`config.mk`:
```
export PLATFORM = sky130hd
export DESIGN_NAME = weekly_setpoint_schedule_lookup
export DESIGN_NICKNAME = d
export VERILOG_FILES = /design/src/design/wssl_pkg.sv /design/src/design/wssl_entry_mem.sv /design/src/design/weekly_setpoint_schedule_lookup.sv
export SDC_FILE = /design/constraint.sdc
export NUM_CORES = 1
export LEC_CHECK = 0
export BUFFER_PORTS_ARGS = -buffer_cell sky130_fd_sc_hd__buf_2
export CORE_UTILIZATION = 46
export DETAILED_ROUTE_END_ITERATION = 16
export SYNTH_ARGS = -nofsm -noshare
export SYNTH_HDL_FRONTEND = slang
export SYNTH_SLANG_ARGS = --single-unit
```
`constraint.sdc`:
```
create_clock -name clk -period 4.4 [get_ports clk]
set_input_delay 0.88 -clock clk [delete_from_list [all_inputs] [get_ports clk]]
set_output_delay 0.88 -clock clk [all_outputs]
set_load 0.05 [all_outputs]
```
`src/design/wssl_pkg.sv`:
```
// Shared types, codes and helper functions for the weekly setpoint schedule lookup.
package wssl_pkg;

  // Item kind carried on the input tuser
  localparam logic KIND_WRITE = 1'b0;
  localparam logic KIND_QUERY = 1'b1;

  // Week mode register codes
  localparam logic [1:0] MODE_SAME_EVERY_DAY = 2'd0;
  localparam logic [1:0] MODE_FIVE_PLUS_TWO  = 2'd1;
  localparam logic [1:0] MODE_SIX_PLUS_ONE   = 2'd2;

  // Weekday codes used by the set selection
  localparam logic [2:0] DAY_SUNDAY   = 3'd0;
  localparam logic [2:0] DAY_SATURDAY = 3'd6;
  localparam logic [2:0] DAY_INVALID  = 3'd7;

  // Field widths of one stored entry
  localparam int HOUR_W  = 5;
  localparam int MIN_W   = 6;
  localparam int TEMP_W  = 8;
  localparam int KEY_W   = HOUR_W + MIN_W;
  localparam int ENTRY_W = KEY_W + TEMP_W;

  typedef logic [KEY_W-1:0]   key_t;
  typedef logic [TEMP_W-1:0]  temp_t;
  typedef logic [ENTRY_W-1:0] entry_t;

  // Lookup sequencer states
  typedef enum logic [2:0] {
    S_IDLE,
    S_FIRST,
    S_SCAN,
    S_YDAY,
    S_DONE
  } state_t;

  // True when the given day is served by the weekend set
  function automatic logic use_weekend(input logic [1:0] mode, input logic [2:0] day);
    logic r;
    r = 1'b0;
    if (mode == MODE_FIVE_PLUS_TWO && (day == DAY_SATURDAY || day == DAY_SUNDAY)) begin
      r = 1'b1;
    end else if (mode == MODE_SIX_PLUS_ONE && day == DAY_SUNDAY) begin
      r = 1'b1;
    end
    return r;
  endfunction

  // Previous weekday; Sunday and the invalid day both wrap to Saturday
  function automatic logic [2:0] prev_day(input logic [2:0] day);
    logic [2:0] r;
    if (day == DAY_SUNDAY || day == DAY_INVALID) begin
      r = DAY_SATURDAY;
    end else begin
      r = day - 3'd1;
    end
    return r;
  endfunction

  // Entry layout: {hour, minute, temperature}
  function automatic entry_t pack_entry(input logic [HOUR_W-1:0] h, input logic [MIN_W-1:0] m,
                                        input temp_t t);
    return {h, m, t};
  endfunction

  function automatic key_t entry_key(input entry_t e);
    return e[ENTRY_W-1:TEMP_W];
  endfunction

  function automatic temp_t entry_temp(input entry_t e);
    return e[TEMP_W-1:0];
  endfunction

endpackage

```
`src/design/wssl_entry_mem.sv`:
```
// Schedule entry memory: one write port, one read port with registered read data.
module wssl_entry_mem #(
  parameter int DEPTH = 8,
  parameter int AW    = 3
) (
  input  logic                   clk,
  input  logic                   wr_en,
  input  logic [AW-1:0]          wr_addr,
  input  wssl_pkg::entry_t       wr_data,
  input  logic [AW-1:0]          rd_addr,
  output wssl_pkg::entry_t       rd_data
);

  wssl_pkg::entry_t mem [DEPTH];
  wssl_pkg::entry_t rd_data_r;

  // Write one entry, read one entry every cycle
  always_ff @(posedge clk) begin
    if (wr_en) begin
      mem[wr_addr] <= wr_data;
    end
    rd_data_r <= mem[rd_addr];
  end

  assign rd_data = rd_data_r;

endmodule

```
`src/design/weekly_setpoint_schedule_lookup.sv`:
```
// Top level of the weekly setpoint schedule lookup: sequencer, registers and entry memory.
//
// Usage: the in_ channel carries schedule writes (in_tuser = 0) and setpoint
// queries (in_tuser = 1). A write stores one entry of the workday or weekend
// set in the cycle it is accepted and gives no result. A query walks the set
// chosen for its weekday in the entry memory and returns one transaction on
// the out_ channel: the setpoint in half degrees and a flag that marks a value
// taken from the previous day's last entry.
// The cfg_ channel writes the 2-bit week mode; it is always ready.
// Sequence: a write is stored when it is accepted. A query reads one entry per cycle from the
// memory: the first entry at acceptance, then up to SLOTS-1 more for the scan
// or one for the previous day, then it loads the result into the output register,
// which raises out_tvalid. One item is in work at a time: in_tready is high
// only while the sequencer is idle, so the next item waits until a query is done.
// Stall: the result sits in the output register until out_tready; the next
// item may be accepted meanwhile, and a further query result waits in the
// sequencer until the output register frees up.
// Reset: rst_n (synchronous, active low) clears the sequencer, the output
// valid and the week mode. Entries are undefined until written; software
// writes every entry of a set, in ascending time order, before querying it.
module weekly_setpoint_schedule_lookup #(
  parameter int SLOTS = 4
) (
  input  logic        clk,
  input  logic        rst_n,
  // Configuration: week mode
  input  logic        cfg_tvalid,
  output logic        cfg_tready,
  input  logic [1:0]  cfg_tdata,   // [1:0] week_mode
  // Input items
  input  logic        in_tvalid,
  output logic        in_tready,
  input  logic [31:0] in_tdata,    // [0] set_select, [4:1] slot, [9:5] hour, [15:10] minute,
                                   // [18:16] weekday, [26:19] temperature_in, [31:27] zero
  input  logic        in_tuser,    // [0] kind
  // Results
  output logic        out_tvalid,
  input  logic        out_tready,
  output logic [7:0]  out_tdata,   // [7:0] setpoint
  output logic        out_tuser    // [0] from_yesterday
);

  localparam int DEPTH = 2 * SLOTS;
  localparam int RW    = $clog2(DEPTH);
  localparam int IW    = $clog2(SLOTS);
  localparam logic [RW-1:0] WEEKEND_BASE = RW'(SLOTS);
  localparam logic [RW-1:0] LAST_OFS     = RW'(SLOTS - 1);
  localparam logic [IW-1:0] LAST_IDX     = IW'(SLOTS - 1);

  // Memory write request
  typedef struct packed {
    logic                 en;
    logic [RW-1:0]        addr;
    wssl_pkg::entry_t     data;
  } wr_req_t;

  // Input field split
  logic                    f_set_select;
  logic [3:0]              f_slot;
  logic [4:0]              f_hour;
  logic [5:0]              f_minute;
  logic [2:0]              f_weekday;
  wssl_pkg::temp_t         f_temp;

  assign f_set_select = in_tdata[0];
  assign f_slot       = in_tdata[4:1];
  assign f_hour       = in_tdata[9:5];
  assign f_minute     = in_tdata[15:10];
  assign f_weekday    = in_tdata[18:16];
  assign f_temp       = in_tdata[26:19];

  wssl_pkg::state_t        state_r, state_nxt;
  logic [1:0]              week_mode_r;
  wssl_pkg::key_t          qkey_r, qkey_nxt;
  logic                    weekend_r, weekend_nxt;
  logic                    yday_weekend_r, yday_weekend_nxt;
  logic [IW-1:0]           idx_r, idx_nxt;
  logic                    prev_le_r, prev_le_nxt;
  wssl_pkg::temp_t         prev_temp_r, prev_temp_nxt;
  wssl_pkg::temp_t         res_temp_r, res_temp_nxt;
  logic                    res_yday_r, res_yday_nxt;
  logic                    out_tvalid_r, out_tvalid_nxt;
  wssl_pkg::temp_t         out_temp_r, out_temp_nxt;
  logic                    out_yday_r, out_yday_nxt;

  logic                    in_xact;
  logic                    out_free;
  logic [RW-1:0]           rd_addr;
  wssl_pkg::entry_t        rd_data;
  wr_req_t                 wr_req;
  logic [RW-1:0]           base;
  logic [RW-1:0]           yday_base;
  logic                    in_weekend;
  wssl_pkg::key_t          rd_key;

  assign in_tready  = (state_r == wssl_pkg::S_IDLE);
  assign cfg_tready = 1'b1;
  assign in_xact    = in_tvalid && in_tready;
  assign out_free   = !out_tvalid_r || out_tready;
  assign base       = weekend_r ? WEEKEND_BASE : '0;
  assign yday_base  = yday_weekend_r ? WEEKEND_BASE : '0;
  assign in_weekend = wssl_pkg::use_weekend(week_mode_r, f_weekday);
  assign rd_key     = wssl_pkg::entry_key(rd_data);

  // Store an entry on an accepted write transaction with an in-range slot
  always_comb begin
    wr_req.en   = in_xact && (in_tuser == wssl_pkg::KIND_WRITE) && (32'(f_slot) < SLOTS);
    wr_req.addr = (f_set_select ? WEEKEND_BASE : '0) + RW'(f_slot);
    wr_req.data = wssl_pkg::pack_entry(f_hour, f_minute, f_temp);
  end

  wssl_entry_mem #(
    .DEPTH (DEPTH),
    .AW    (RW)
  ) u_mem (
    .clk     (clk),
    .wr_en   (wr_req.en),
    .wr_addr (wr_req.addr),
    .wr_data (wr_req.data),
    .rd_addr (rd_addr),
    .rd_data (rd_data)
  );

  // Sequencer: next state, read address and working registers
  always_comb begin
    state_nxt        = state_r;
    qkey_nxt         = qkey_r;
    weekend_nxt      = weekend_r;
    yday_weekend_nxt = yday_weekend_r;
    idx_nxt          = idx_r;
    prev_le_nxt      = prev_le_r;
    prev_temp_nxt    = prev_temp_r;
    res_temp_nxt     = res_temp_r;
    res_yday_nxt     = res_yday_r;
    out_tvalid_nxt   = out_tvalid_r && !out_tready;
    out_temp_nxt     = out_temp_r;
    out_yday_nxt     = out_yday_r;
    rd_addr          = base;

    unique case (state_r)
      wssl_pkg::S_IDLE: begin
        // Latch the query and fetch the first entry of the day's set
        rd_addr = in_weekend ? WEEKEND_BASE : '0;
        if (in_xact && in_tuser == wssl_pkg::KIND_QUERY) begin
          qkey_nxt         = {f_hour, f_minute};
          weekend_nxt      = in_weekend;
          yday_weekend_nxt = wssl_pkg::use_weekend(week_mode_r,
                                                   wssl_pkg::prev_day(f_weekday));
          state_nxt        = wssl_pkg::S_FIRST;
        end
      end
      wssl_pkg::S_FIRST: begin
        // Before the first entry: take yesterday's last entry, else start the scan
        if (qkey_r < rd_key) begin
          rd_addr   = yday_base + LAST_OFS;
          state_nxt = wssl_pkg::S_YDAY;
        end else begin
          prev_le_nxt   = 1'b1;
          prev_temp_nxt = wssl_pkg::entry_temp(rd_data);
          idx_nxt       = IW'(1);
          rd_addr       = base + RW'(1);
          state_nxt     = wssl_pkg::S_SCAN;
        end
      end
      wssl_pkg::S_SCAN: begin
        // Entry idx is on the read port; compare it with the previous one
        if (prev_le_r && rd_key > qkey_r) begin
          res_temp_nxt = prev_temp_r;
          res_yday_nxt = 1'b0;
          state_nxt    = wssl_pkg::S_DONE;
        end else if (idx_r == LAST_IDX) begin
          res_temp_nxt = wssl_pkg::entry_temp(rd_data);
          res_yday_nxt = 1'b0;
          state_nxt    = wssl_pkg::S_DONE;
        end else begin
          prev_le_nxt   = (rd_key <= qkey_r);
          prev_temp_nxt = wssl_pkg::entry_temp(rd_data);
          idx_nxt       = idx_r + IW'(1);
          rd_addr       = base + RW'(idx_r) + RW'(1);
        end
      end
      wssl_pkg::S_YDAY: begin
        res_temp_nxt = wssl_pkg::entry_temp(rd_data);
        res_yday_nxt = 1'b1;
        state_nxt    = wssl_pkg::S_DONE;
      end
      wssl_pkg::S_DONE: begin
        // Hand the result to the output register once it is free
        if (out_free) begin
          out_tvalid_nxt = 1'b1;
          out_temp_nxt   = res_temp_r;
          out_yday_nxt   = res_yday_r;
          state_nxt      = wssl_pkg::S_IDLE;
        end
      end
      default: begin
        state_nxt = wssl_pkg::S_IDLE;
      end
    endcase
  end

  // Control registers
  always_ff @(posedge clk) begin
    if (!rst_n) begin
      state_r      <= wssl_pkg::S_IDLE;
      out_tvalid_r <= 1'b0;
      week_mode_r  <= wssl_pkg::MODE_SAME_EVERY_DAY;
    end else begin
      state_r      <= state_nxt;
      out_tvalid_r <= out_tvalid_nxt;
      if (cfg_tvalid && cfg_tready) begin
        week_mode_r <= cfg_tdata;
      end
    end
  end

  // Payload registers
  always_ff @(posedge clk) begin
    qkey_r         <= qkey_nxt;
    weekend_r      <= weekend_nxt;
    yday_weekend_r <= yday_weekend_nxt;
    idx_r          <= idx_nxt;
    prev_le_r      <= prev_le_nxt;
    prev_temp_r    <= prev_temp_nxt;
    res_temp_r     <= res_temp_nxt;
    res_yday_r     <= res_yday_nxt;
    out_temp_r     <= out_temp_nxt;
    out_yday_r     <= out_yday_nxt;
  end

  assign out_tvalid = out_tvalid_r;
  assign out_tdata  = out_temp_r;
  assign out_tuser  = out_yday_r;

  // An accepted query starts the lookup on the next cycle
  a_query_starts: assert property (@(posedge clk) disable iff (!rst_n)
    in_xact && in_tuser == wssl_pkg::KIND_QUERY |=> state_r == wssl_pkg::S_FIRST)
    else $error("query transaction did not start the lookup");

  // A write transaction never leaves the sequencer busy
  a_write_idle: assert property (@(posedge clk) disable iff (!rst_n)
    in_xact && in_tuser == wssl_pkg::KIND_WRITE |=> state_r == wssl_pkg::S_IDLE)
    else $error("write transaction left the sequencer busy");

  // The scan index stays past the first entry
  a_scan_index: assert property (@(posedge clk) disable iff (!rst_n)
    state_r == wssl_pkg::S_SCAN |-> idx_r != '0)
    else $error("scan index out of range");

  // A previous-day read always finishes as a flagged result
  a_yday_flag: assert property (@(posedge clk) disable iff (!rst_n)
    state_r == wssl_pkg::S_YDAY |=> state_r == wssl_pkg::S_DONE && res_yday_r)
    else $error("previous-day result lost its flag");

  // A finished result reaches the output register when it is free
  a_result_out: assert property (@(posedge clk) disable iff (!rst_n)
    state_r == wssl_pkg::S_DONE && out_free |=> out_tvalid_r && state_r == wssl_pkg::S_IDLE)
    else $error("finished result not presented");

endmodule
```
==> impl_metrics.json, run 1 <==
{
  "status": "completed",
  "syn_inst": 520,
  "syn-cell-area_um2": 8280,
  "fin_tns_setup_ps": 0,
  "start_util": 0.475,
  "skew_ps": 7.75,
  "fin_crit_ps": 3020,
  "finalSetupViolCount": 0,
  "rr_worst_depth": 10,
  "yosys.area.top_type_share": 0.704,
  "post-route-util": 0.547,
  "grt_use_total": 0.178,
  "fin_ws_ps": 1380,
  "hp-start": "res_temp_r[6]$_DFFE_PP_",
  "htreeDepth": 1,
  "clock_latency_ps": 490,
  "critPathLaunchType": "flip-flop",
  "cp.arrival_ps": 3390,
  "cts_hold_buffers": 0,
  "hold_violations": 0,
  "finalNonFillerCells": 823,
  "drv_cap": 0,
  "synth_flop_cell": "edfxtp_1",
  "final_cell_mix": "194 x edfxtp_1, 69 x o21ai_0, 45 x buf_2",
  "grt_start_max_net_pins": 39,
  "portBuffers": 45,
  "vdd_drop_max_v": 0.000324,
  "cts_tree": "built",
  "fin_crit_sh": 0.687,
  "cts_resized": 0,
  "die_h_um": 136,
  "slew_headroom": 0.400,
  "num_io_pins": 52,
  "power_density_nw_per_um2": 603,
  "r2r_end": "u_mem.rd_data[7]$_DFF_P_",
  "die_w_um": 136,
  "r2r_start": "qkey_r[6]$_DFFE_PP_",
  "syn_area_per_cell_um2": 15.9,
  "synth_edf_count": 194,
  "crit_path_end_kind": "flip-flop",
  "drtIter0Drc": 304,
  "antenna_found_initial": 0,
  "r2r_slack_ps": 1380,
  "hp-class": "flip-flop to flip-flop",
  "ys_types": 46,
  "cp_data_required_time_ps": 4770,
  "tightest_slew_ps": 901,
  "cts_buffer_depth": 3,
  "grt_pass1_wl_um": 24600,
  "routed_wl_um": 15900,
  "cts_setup_buffers": 0,
  "yosysTopAreaCell": "edfxtp_1",
  "num_antenna_cells": 0,
  "clk_pin_slew_ps": 60,
  "async_reset_ff_frac": 0,
  "clock_tree.root_cell": "clkbuf_16",
  "yosysSeqAreaShare": 0.764,
  "dp_slack_ps": 1230,
  "synth_warnings": 0,
  "row_count": 48,
  "dieArea_um2": 18500,
  "final_common_cell": "edfxtp_1",
  "areaGrowthSynthToFinish_pct": 15.1,
  "p_leak_nw": 3.23,
  "avgViaCountPerCell": 5.50,
  "cp_max_fo": 26,
  "route.antenna.remaining_nets": 0,
  "cts_made_buffers": 23,
  "fmax_mhz": 331,
  "dp_cells": 782,
  "crit_start": "qkey_r[6]$_DFFE_PP_",
  "synth_area_leaders": "edfxtp_1 70%, dfxtp_1 6.0%, o21ai_0 4.2%, o22a_1 3.9%, ha_1 2.6%",
  "fin_nets": 639,
  "grt_pass1_vias": 4550,
  "overflow": 0,
  "synth_seq_cells": 219,
  "rsz0062_at_grt": "false",
  "cts_sinks": 219,
  "post-dp-hpwl_um": 9100,
  "critPathKind": "flip-flop to flip-flop",
  "wl_per_cell_um": 19.4,
  "syn-num-nets": 577,
  "drv_slew": 0,
  "drt_pass1_iterations": 4,
  "core_um2": 17400,
  "layout-drive-gt1-share": 0.202,
  "endpoint": "u_mem.rd_data[7]$_DFF_P_",
  "vias": 4527,
  "drc": 0,
  "gp_congestion": 0.726
}
layout make-up:
class | count | area, um^2
Clock inverter | 6 | 35.0
Tap cell | 225 | 282
Multi-Input combinational cell | 262 | 1800
Fill cell | 1396 | 7890
Timing Repair Buffer | 59 | 330
Clock buffer | 35 | 691
Sequential cell | 219 | 6330
Inverter | 17 | 63.8
flip-flops by register name (all words and copies together), names as in the netlist:
name / flops
week_mode_r: 2
out_tdata: 8
prev_temp_r: 8
u_mem.rd_data: 19
qkey_r: 11
idx_r: 2
u_mem.mem: 152
res_temp_r: 8
prev_le_r: 1
yday_weekend_r: 1
out_tvalid: 1
weekend_r: 1
res_yday_r: 1
state_r: 3
out_tuser: 1
worst min-delay path by stage:
stage                                   to  slack [ps]  cells after the start
floorplan           out_tdata[0]$_DFFE_PP_         400                      0
global placement    out_tdata[6]$_DFFE_PP_         400                      0
detailed placement  out_tdata[3]$_DFFE_PP_         410                      0
CTS                 out_tdata[6]$_DFFE_PP_         420                      0
global route           out_tuser$_DFFE_PP_         440                      0
finish              out_tdata[6]$_DFFE_PP_         420                      0
synth_stat cells (8+ instances only):
master / instances
dfxtp_1: 25
clkbuf_1: 11
ha_1: 17
nor2_1: 14
o22ai_1: 19
edfxtp_1: 194
o21ai_1: 11
nand2_1: 19
o22a_1: 37
mux2_2: 8
a21oi_1: 9
inv_1: 17
o21ai_0: 69
stage by stage:
| step | total power (W) | hold WS (ps) | cell area (um^2) |
|---|---|---|---|
| after floorplan | 0.00363 | 400 | 8280 |
| after global placement | 0.00395 | 401 | 8800 |
| after detailed placement | 0.00399 | 406 | 8800 |
| after CTS | 0.00580 | 420 | 9520 |
| after global routing | 0.00604 | 440 | 9520 |
| final | 0.00574 | 417 | 9520 |
power by group:
part / switching, W / total, W / internal [W] / leakage, nW
combinational: 0.000836 / 0.00134 / 0.000508 / 0.917
sequential: 0.0000855 / 0.00260 / 0.00251 / 1.96
clock: 0.000725 / 0.00180 / 0.00108 / 0.357
layer usage:
metal | routed length, um | track usage
met5 | 0 | 0
met4 | 177 | 0.0389
met3 | 916 | 0.0298
met2 | 7770 | 0.301
met1 | 7080 | 0.241
critical path, cell delays in order, from the launching register on:
cell and delay (ps):
edfxtp_1 330, inv_1 40, ha_1 280, nand3_1 140
or4_4 580, nand3_1 100, a21oi_1 100, nand3b_1 530
buf_4 420, o21ai_0 260, o22ai_1 100
cell families (layout without fill, tap and decap cells):
kind of cell / Yosys count / after routing / synth area share
mux: 10 / 10 / 0.0133
simple gates: 70 / 70 / 0.0429
compound gates: 162 / 162 / 0.128
buf+inv: 39 / 117 / 0.0228
fa+ha+maj: 17 / 17 / 0.0257
xor+xnor: 2 / 2 / 0.00212
flops: 219 / 219 / 0.764
other cells: 1 / 1 / 0.000453
No activity file was read; power rests on OpenSTA's default activity.
==> inputs of run 2 (changes only) <==
--- a/config.mk
+++ b/config.mk
@@ -8,6 +8,7 @@
 export BUFFER_PORTS_ARGS = -buffer_cell sky130_fd_sc_hd__buf_2
 export CORE_UTILIZATION = 46
 export DETAILED_ROUTE_END_ITERATION = 16
+export PLACE_DENSITY = 0.66
 export SYNTH_ARGS = -nofsm -noshare
 export SYNTH_HDL_FRONTEND = slang
 export SYNTH_SLANG_ARGS = --single-unit
==> constraint.sdc (replaced) <==
create_clock -name clk -period 2.4 [get_ports clk]
set_input_delay 0.48 -clock clk [delete_from_list [all_inputs] [get_ports clk]]
set_output_delay 0.48 -clock clk [all_outputs]
set_load 0.05 [all_outputs]
==> impl_metrics.json, run 2 (same netlist as run 1, synthesis figures left out) <==
{
  "rr_worst_depth": 10,
  "htreeDepth": 1,
  "crit_chain": "inv_2 -> ha_4 -> a21oi_4 -> nor2b_2 -> or4_4 -> o211a_4 -> a311o_2 -> buf_6 -> o21ai_0 -> o22ai_1",
  "fin_crit_ps": 2570,
  "vdd_drop_max_v": 0.000665,
  "r2r_start": "qkey_r[6]$_DFFE_PP_",
  "path_depth": 10,
  "rsz0062_at_grt": "true",
  "critPathKind": "flip-flop to flip-flop",
  "drv_cap": 0,
  "hold_path_depth": 1,
  "grt_use_total": 0.177,
  "crit_start": "qkey_r[6]$_DFFE_PP_",
  "core_um2": 17400,
  "fin_ws_ps": -169,
  "cts_hold_buffers": 0,
  "avgViaCountPerCell": 5.61,
  "crit_family": "compound AO/OA/AOI/OAI gates",
  "status": "finished with violations",
  "crit_path_end_kind": "flip-flop",
  "cp.arrival_ps": 2950,
  "drtIter0Drc": 295,
  "fin_crit_sh": 1.07,
  "vias": 4755,
  "portBuffers": 45,
  "power_density_nw_per_um2": 1130,
  "cts_tree": "built",
  "tightest_slew_ps": 540,
  "layout-drive-gt1-share": 0.294,
  "drv_slew": 0,
  "antenna_found_initial": 0,
  "drt_pass1_iterations": 4,
  "cts_made_buffers": 22,
  "violations": "negative setup slack",
  "fin_tns_setup_ps": -2950,
  "grt_start_max_net_pins": 38,
  "grt_pass1_vias": 4656,
  "crit_slowest_cell": "or4_4",
  "hold_violations": 0,
  "fmax_mhz": 389,
  "hp-class": "input port to flip-flop",
  "die_w_um": 136,
  "clock_latency_ps": 510,
  "fillCellCount": 1316,
  "areaGrowthSynthToFinish_pct": 22.6,
  "route.antenna.remaining_nets": 0,
  "cp_max_fo": 8,
  "p_leak_nw": 3.45,
  "start_util": 0.475,
  "cts_sinks": 219,
  "slowest_delay_ps": 540,
  "gp_congestion": 0.787,
  "hp-start": "in_tdata[20]",
  "clk_pin_slew_ps": 60,
  "num_antenna_cells": 0,
  "slew_headroom": 0.637,
  "skew_ps": 12.7,
  "fin_nets": 665,
  "post-dp-hpwl_um": 9530,
  "clock_tree.root_cell": "clkbuf_16",
  "wl_per_cell_um": 19.2,
  "dieArea_um2": 18500,
  "num_io_pins": 52,
  "routed_wl_um": 16300,
  "final_cell_mix": "194 x edfxtp_1, 45 x o21ai_0, 45 x buf_2",
  "cp_num_buf_inv": 2,
  "finalSetupViolCount": 27,
  "drc": 0,
  "die_h_um": 136,
  "regMostFlops": "u_mem.mem",
  "overflow": 0,
  "grt_pass1_wl_um": 24400,
  "power_w": 0.0114,
  "cp_data_required_time_ps": 2780,
  "critPathLaunchType": "flip-flop",
  "final_common_cell": "edfxtp_1",
  "largest_register_ffs": 152,
  "cts_buffer_depth": 3,
  "row_count": 48
}
[run 2: changes by cell type in the layout (fill, tap and decap cells not counted), moves of 5 or more]
cell / before / now
o21ai_0: 69 / 45
o21ai_1: 10 / 23
buf_12: 0 / 12
o21ai_2: 2 / 12
buf_6: 0 / 9
clkbuf_8: 7 / 1
ha_1: 17 / 12
ha_4: 0 / 5
nand2_1: 19 / 14
nand2_2: 0 / 5
[run 2: worst register-to-register path, cell delays in order, from the launching register on]
cell and delay (ps):
edfxtp_1 380, inv_2 80, ha_4 220, a21oi_4 130, nor2b_2 70, or4_4 540, o211a_4 260, a311o_2 390
buf_6 170, o21ai_0 90, o22ai_1 110
[run 2: path summary, 6_finish.rpt]
path,end,slack [ps]
worst max-delay path,u_mem.rd_data[12]$_DFF_P_,-170
worst min-delay path,u_mem.mem[1][1]$_DFFE_PP_,240
worst max register to register,u_mem.rd_data[12]$_DFF_P_,-170
worst min register to register,out_tdata[0]$_DFFE_PP_,410
[run 2: routing by layer]
metal	vias up	wire length [um]	global-route usage
met2	154	8150	0.312
met4	0	355	0.0654
met5	-	0	0
li1	2210	-	-
met1	2361	6930	0.216
met3	30	834	0.0324
[run 2: what timing repair did]
item | CTS | global route
cloned | 0 | 2
pin swaps | 9 | 6
buffers inserted | 2 | 1
endpoints found under the setup margin | 39 | 86
hold endpoints to repair | 0 | 0
gates resized for setup | 27 | 50
[run 2: final cells by class]
class | count | area, um^2 | share of cell area
repair buffers | 86 | 752 | 0.0741
well taps | 225 | 282 | 0.0277
clock buffers | 28 | 583 | 0.0574
inverters | 17 | 67.6 | 0.00666
multi-input cells | 262 | 2050 | 0.202
flip-flops and latches | 219 | 6330 | 0.623
clock inverters | 11 | 88.8 | 0.00875
[run 2: power by group]
group,internal (W),switching [W],leakage (nW)
clock network,0.00183,0.00132,0.329
logic,0.00163,0.00189,1.16
registers,0.00460,0.000178,1.96
[run 2: stage by stage]
step / utilization / instance area, um^2 / std cells / hold WS (ps) / setup WS (ps)
2_1_floorplan: - / 8340 / 520 / 400 / 6.03
3_3_place_gp: 0.525 / 9150 / 804 / 402 / -223
3_5_place_dp: 0.525 / 9150 / 804 / 406 / -279
4_1_cts: 0.572 / 9960 / 845 / 217 / -154
5_1_grt: 0.583 / 10100 / 848 / 225 / -247
6_report: 0.583 / 10100 / 848 / 239 / -169
==> inputs of run 3 (changes only) <==
--- a/config.mk
+++ b/config.mk
@@ -12,3 +12,4 @@
 export SYNTH_ARGS = -nofsm -noshare
 export SYNTH_HDL_FRONTEND = slang
 export SYNTH_SLANG_ARGS = --single-unit
+export TNS_END_PERCENT = 20
==> impl_metrics.json, run 3 (same netlist as run 1, synthesis figures left out) <==
{
  "slew_headroom": 0.635,
  "grt_use_total": 0.183,
  "vdd_drop_max_v": 0.000662,
  "status": "finished with violations",
  "skew_ps": 15.7,
  "dp_cells": 811,
  "num_io_pins": 52,
  "final_common_cell": "edfxtp_1",
  "wl_per_cell_um": 19.8,
  "fin_tns_setup_ps": -3220,
  "r2r_slack_ps": -210,
  "rsz0062_at_grt": "true",
  "cts_buffer_depth": 3,
  "cts_made_buffers": 22,
  "rr_worst_depth": 11,
  "cp_data_required_time_ps": 2830,
  "overflow": 0,
  "areaGrowthSynthToFinish_pct": 24.3,
  "finalNonFillerCells": 860,
  "clk_pin_slew_ps": 70,
  "die_h_um": 136,
  "largest_register_ffs": 152,
  "cts_sinks": 219,
  "finalSetupViolCount": 30,
  "cp.arrival_ps": 3040,
  "route.antenna.remaining_nets": 0,
  "clock_latency_ps": 510,
  "cts_tree": "built",
  "endpoint": "u_mem.rd_data[17]$_DFF_P_",
  "dieArea_um2": 18500,
  "layout-drive-gt1-share": 0.310,
  "r2r_end": "u_mem.rd_data[17]$_DFF_P_",
  "tightest_slew_ps": 543,
  "drv_slew": 0,
  "cpMostUsedCell": "a21oi_2",
  "grt_start_max_net_pins": 31,
  "crit_family": "compound AO/OA/AOI/OAI gates",
  "path_depth": 11,
  "fin_crit_ps": 2610,
  "row_count": 48,
  "violations": "negative setup slack",
  "cp_max_fo": 8,
  "slowest_delay_ps": 550,
  "crit_chain": "inv_2 -> ha_4 -> a21oi_2 -> nor2b_2 -> or4_4 -> o211a_4 -> a311oi_4 -> buf_12 -> o32a_1 -> a21oi_2 -> a211oi_2",
  "grt_pass1_vias": 4628,
  "routed_wl_um": 17000,
  "clock_tree.root_cell": "clkbuf_16",
  "grt_pass1_wl_um": 25400,
  "p_leak_nw": 3.53,
  "fin_nets": 676,
  "start_util": 0.475,
  "vias": 4675,
  "cts_hold_buffers": 0,
  "power_density_nw_per_um2": 1140,
  "post-dp-hpwl_um": 9660,
  "gp_congestion": 0.816,
  "die_w_um": 136,
  "htreeDepth": 1,
  "r2r_start": "qkey_r[6]$_DFFE_PP_",
  "hp-class": "input port to flip-flop",
  "drtIter0Drc": 310,
  "final_cell_mix": "194 x edfxtp_1, 45 x buf_2, 37 x o22a_1",
  "crit_slowest_cell": "or4_4",
  "critPathLaunchType": "flip-flop",
  "avgViaCountPerCell": 5.44,
  "portBuffers": 45,
  "fin_crit_sh": 1.09,
  "drt_pass1_iterations": 6,
  "crit_path_end_kind": "flip-flop",
  "crit_start": "qkey_r[6]$_DFFE_PP_",
  "core_um2": 17400,
  "fmax_mhz": 383,
  "critPathKind": "flip-flop to flip-flop",
  "regMostFlops": "u_mem.mem",
  "hold_violations": 0,
  "drc": 0,
  "num_antenna_cells": 0,
  "antenna_found_initial": 1,
  "drv_cap": 0,
  "fin_ws_ps": -212,
  "cp_num_buf_inv": 2
}
-- run 3: cell count changes in the layout (fill, tap and decap cells not counted), moves of 3 or more --
cell / before / now
clkbuf_8: 1 / 5
nand2_1: 14 / 17
o21ai_2: 12 / 20
buf_4: 18 / 25
clkinv_1: 5 / 1
clkbuf_1: 5 / 8
nand2_2: 5 / 2
o21ai_0: 45 / 35
-- run 3: how the worst min path moves through the flow --
stage / startpoint / to / depth (start not counted)
floorplan: res_temp_r[0]$_DFFE_PP_ / out_tdata[0]$_DFFE_PP_ / 0
global placement: res_temp_r[7]$_DFFE_PP_ / out_tdata[7]$_DFFE_PP_ / 0
detailed placement: res_temp_r[7]$_DFFE_PP_ / out_tdata[7]$_DFFE_PP_ / 0
CTS: in_tdata[21] / u_mem.mem[7][2]$_DFFE_PP_ / 1
global route: in_tdata[21] / u_mem.mem[1][2]$_DFFE_PP_ / 1
finish: in_tdata[24] / u_mem.mem[0][5]$_DFFE_PP_ / 1
-- run 3: through the flow --
| stage | area (um^2) | utilization | hold slack, ps | total power, W | setup WS (ps) |
|---|---|---|---|---|---|
| after floorplan | 8340 | - | 400 | 0.00668 | -15.5 |
| after global placement | 9230 | 0.530 | 401 | 0.00775 | -202 |
| after detailed placement | 9230 | 0.530 | 406 | 0.00783 | -276 |
| after CTS | 10000 | 0.576 | 237 | 0.0113 | -224 |
| after global routing | 10300 | 0.591 | 243 | 0.0122 | -324 |
| final | 10300 | 0.591 | 250 | 0.0117 | -212 |
-- run 3: per-layer routing --
metal	track usage	routed length (um)
met1	0.240	7220
met2	0.314	8370
met3	0.0317	1150
met4	0.0494	255
met5	0	12
-- run 3: power by group --
| group | switching (W) | internal, W |
|---|---|---|
| combinational | 0.00194 | 0.00174 |
| sequential | 0.000175 | 0.00460 |
| clock | 0.00133 | 0.00191 |
| total | 0.00345 | 0.00825 |
-- run 3: layout make-up --
| class | instances | area (um^2) |
|---|---|---|
| clock inverters | 4 | 21.3 |
| well taps | 225 | 282 |
| inverters | 17 | 67.6 |
| clock buffers | 36 | 674 |
| flip-flops and latches | 219 | 6330 |
| multi-input cells | 262 | 2070 |
| repair buffers | 97 | 853 |
| fillers | 1321 | 7130 |
-- run 3: repair_timing --
action / in CTS / in global routing
endpoints found under the setup margin: 44 / 47
gates resized for setup: 37 / 60
pin swaps: 24 / 15
buffers inserted: 1 / 5
gates cloned: 0 / 3
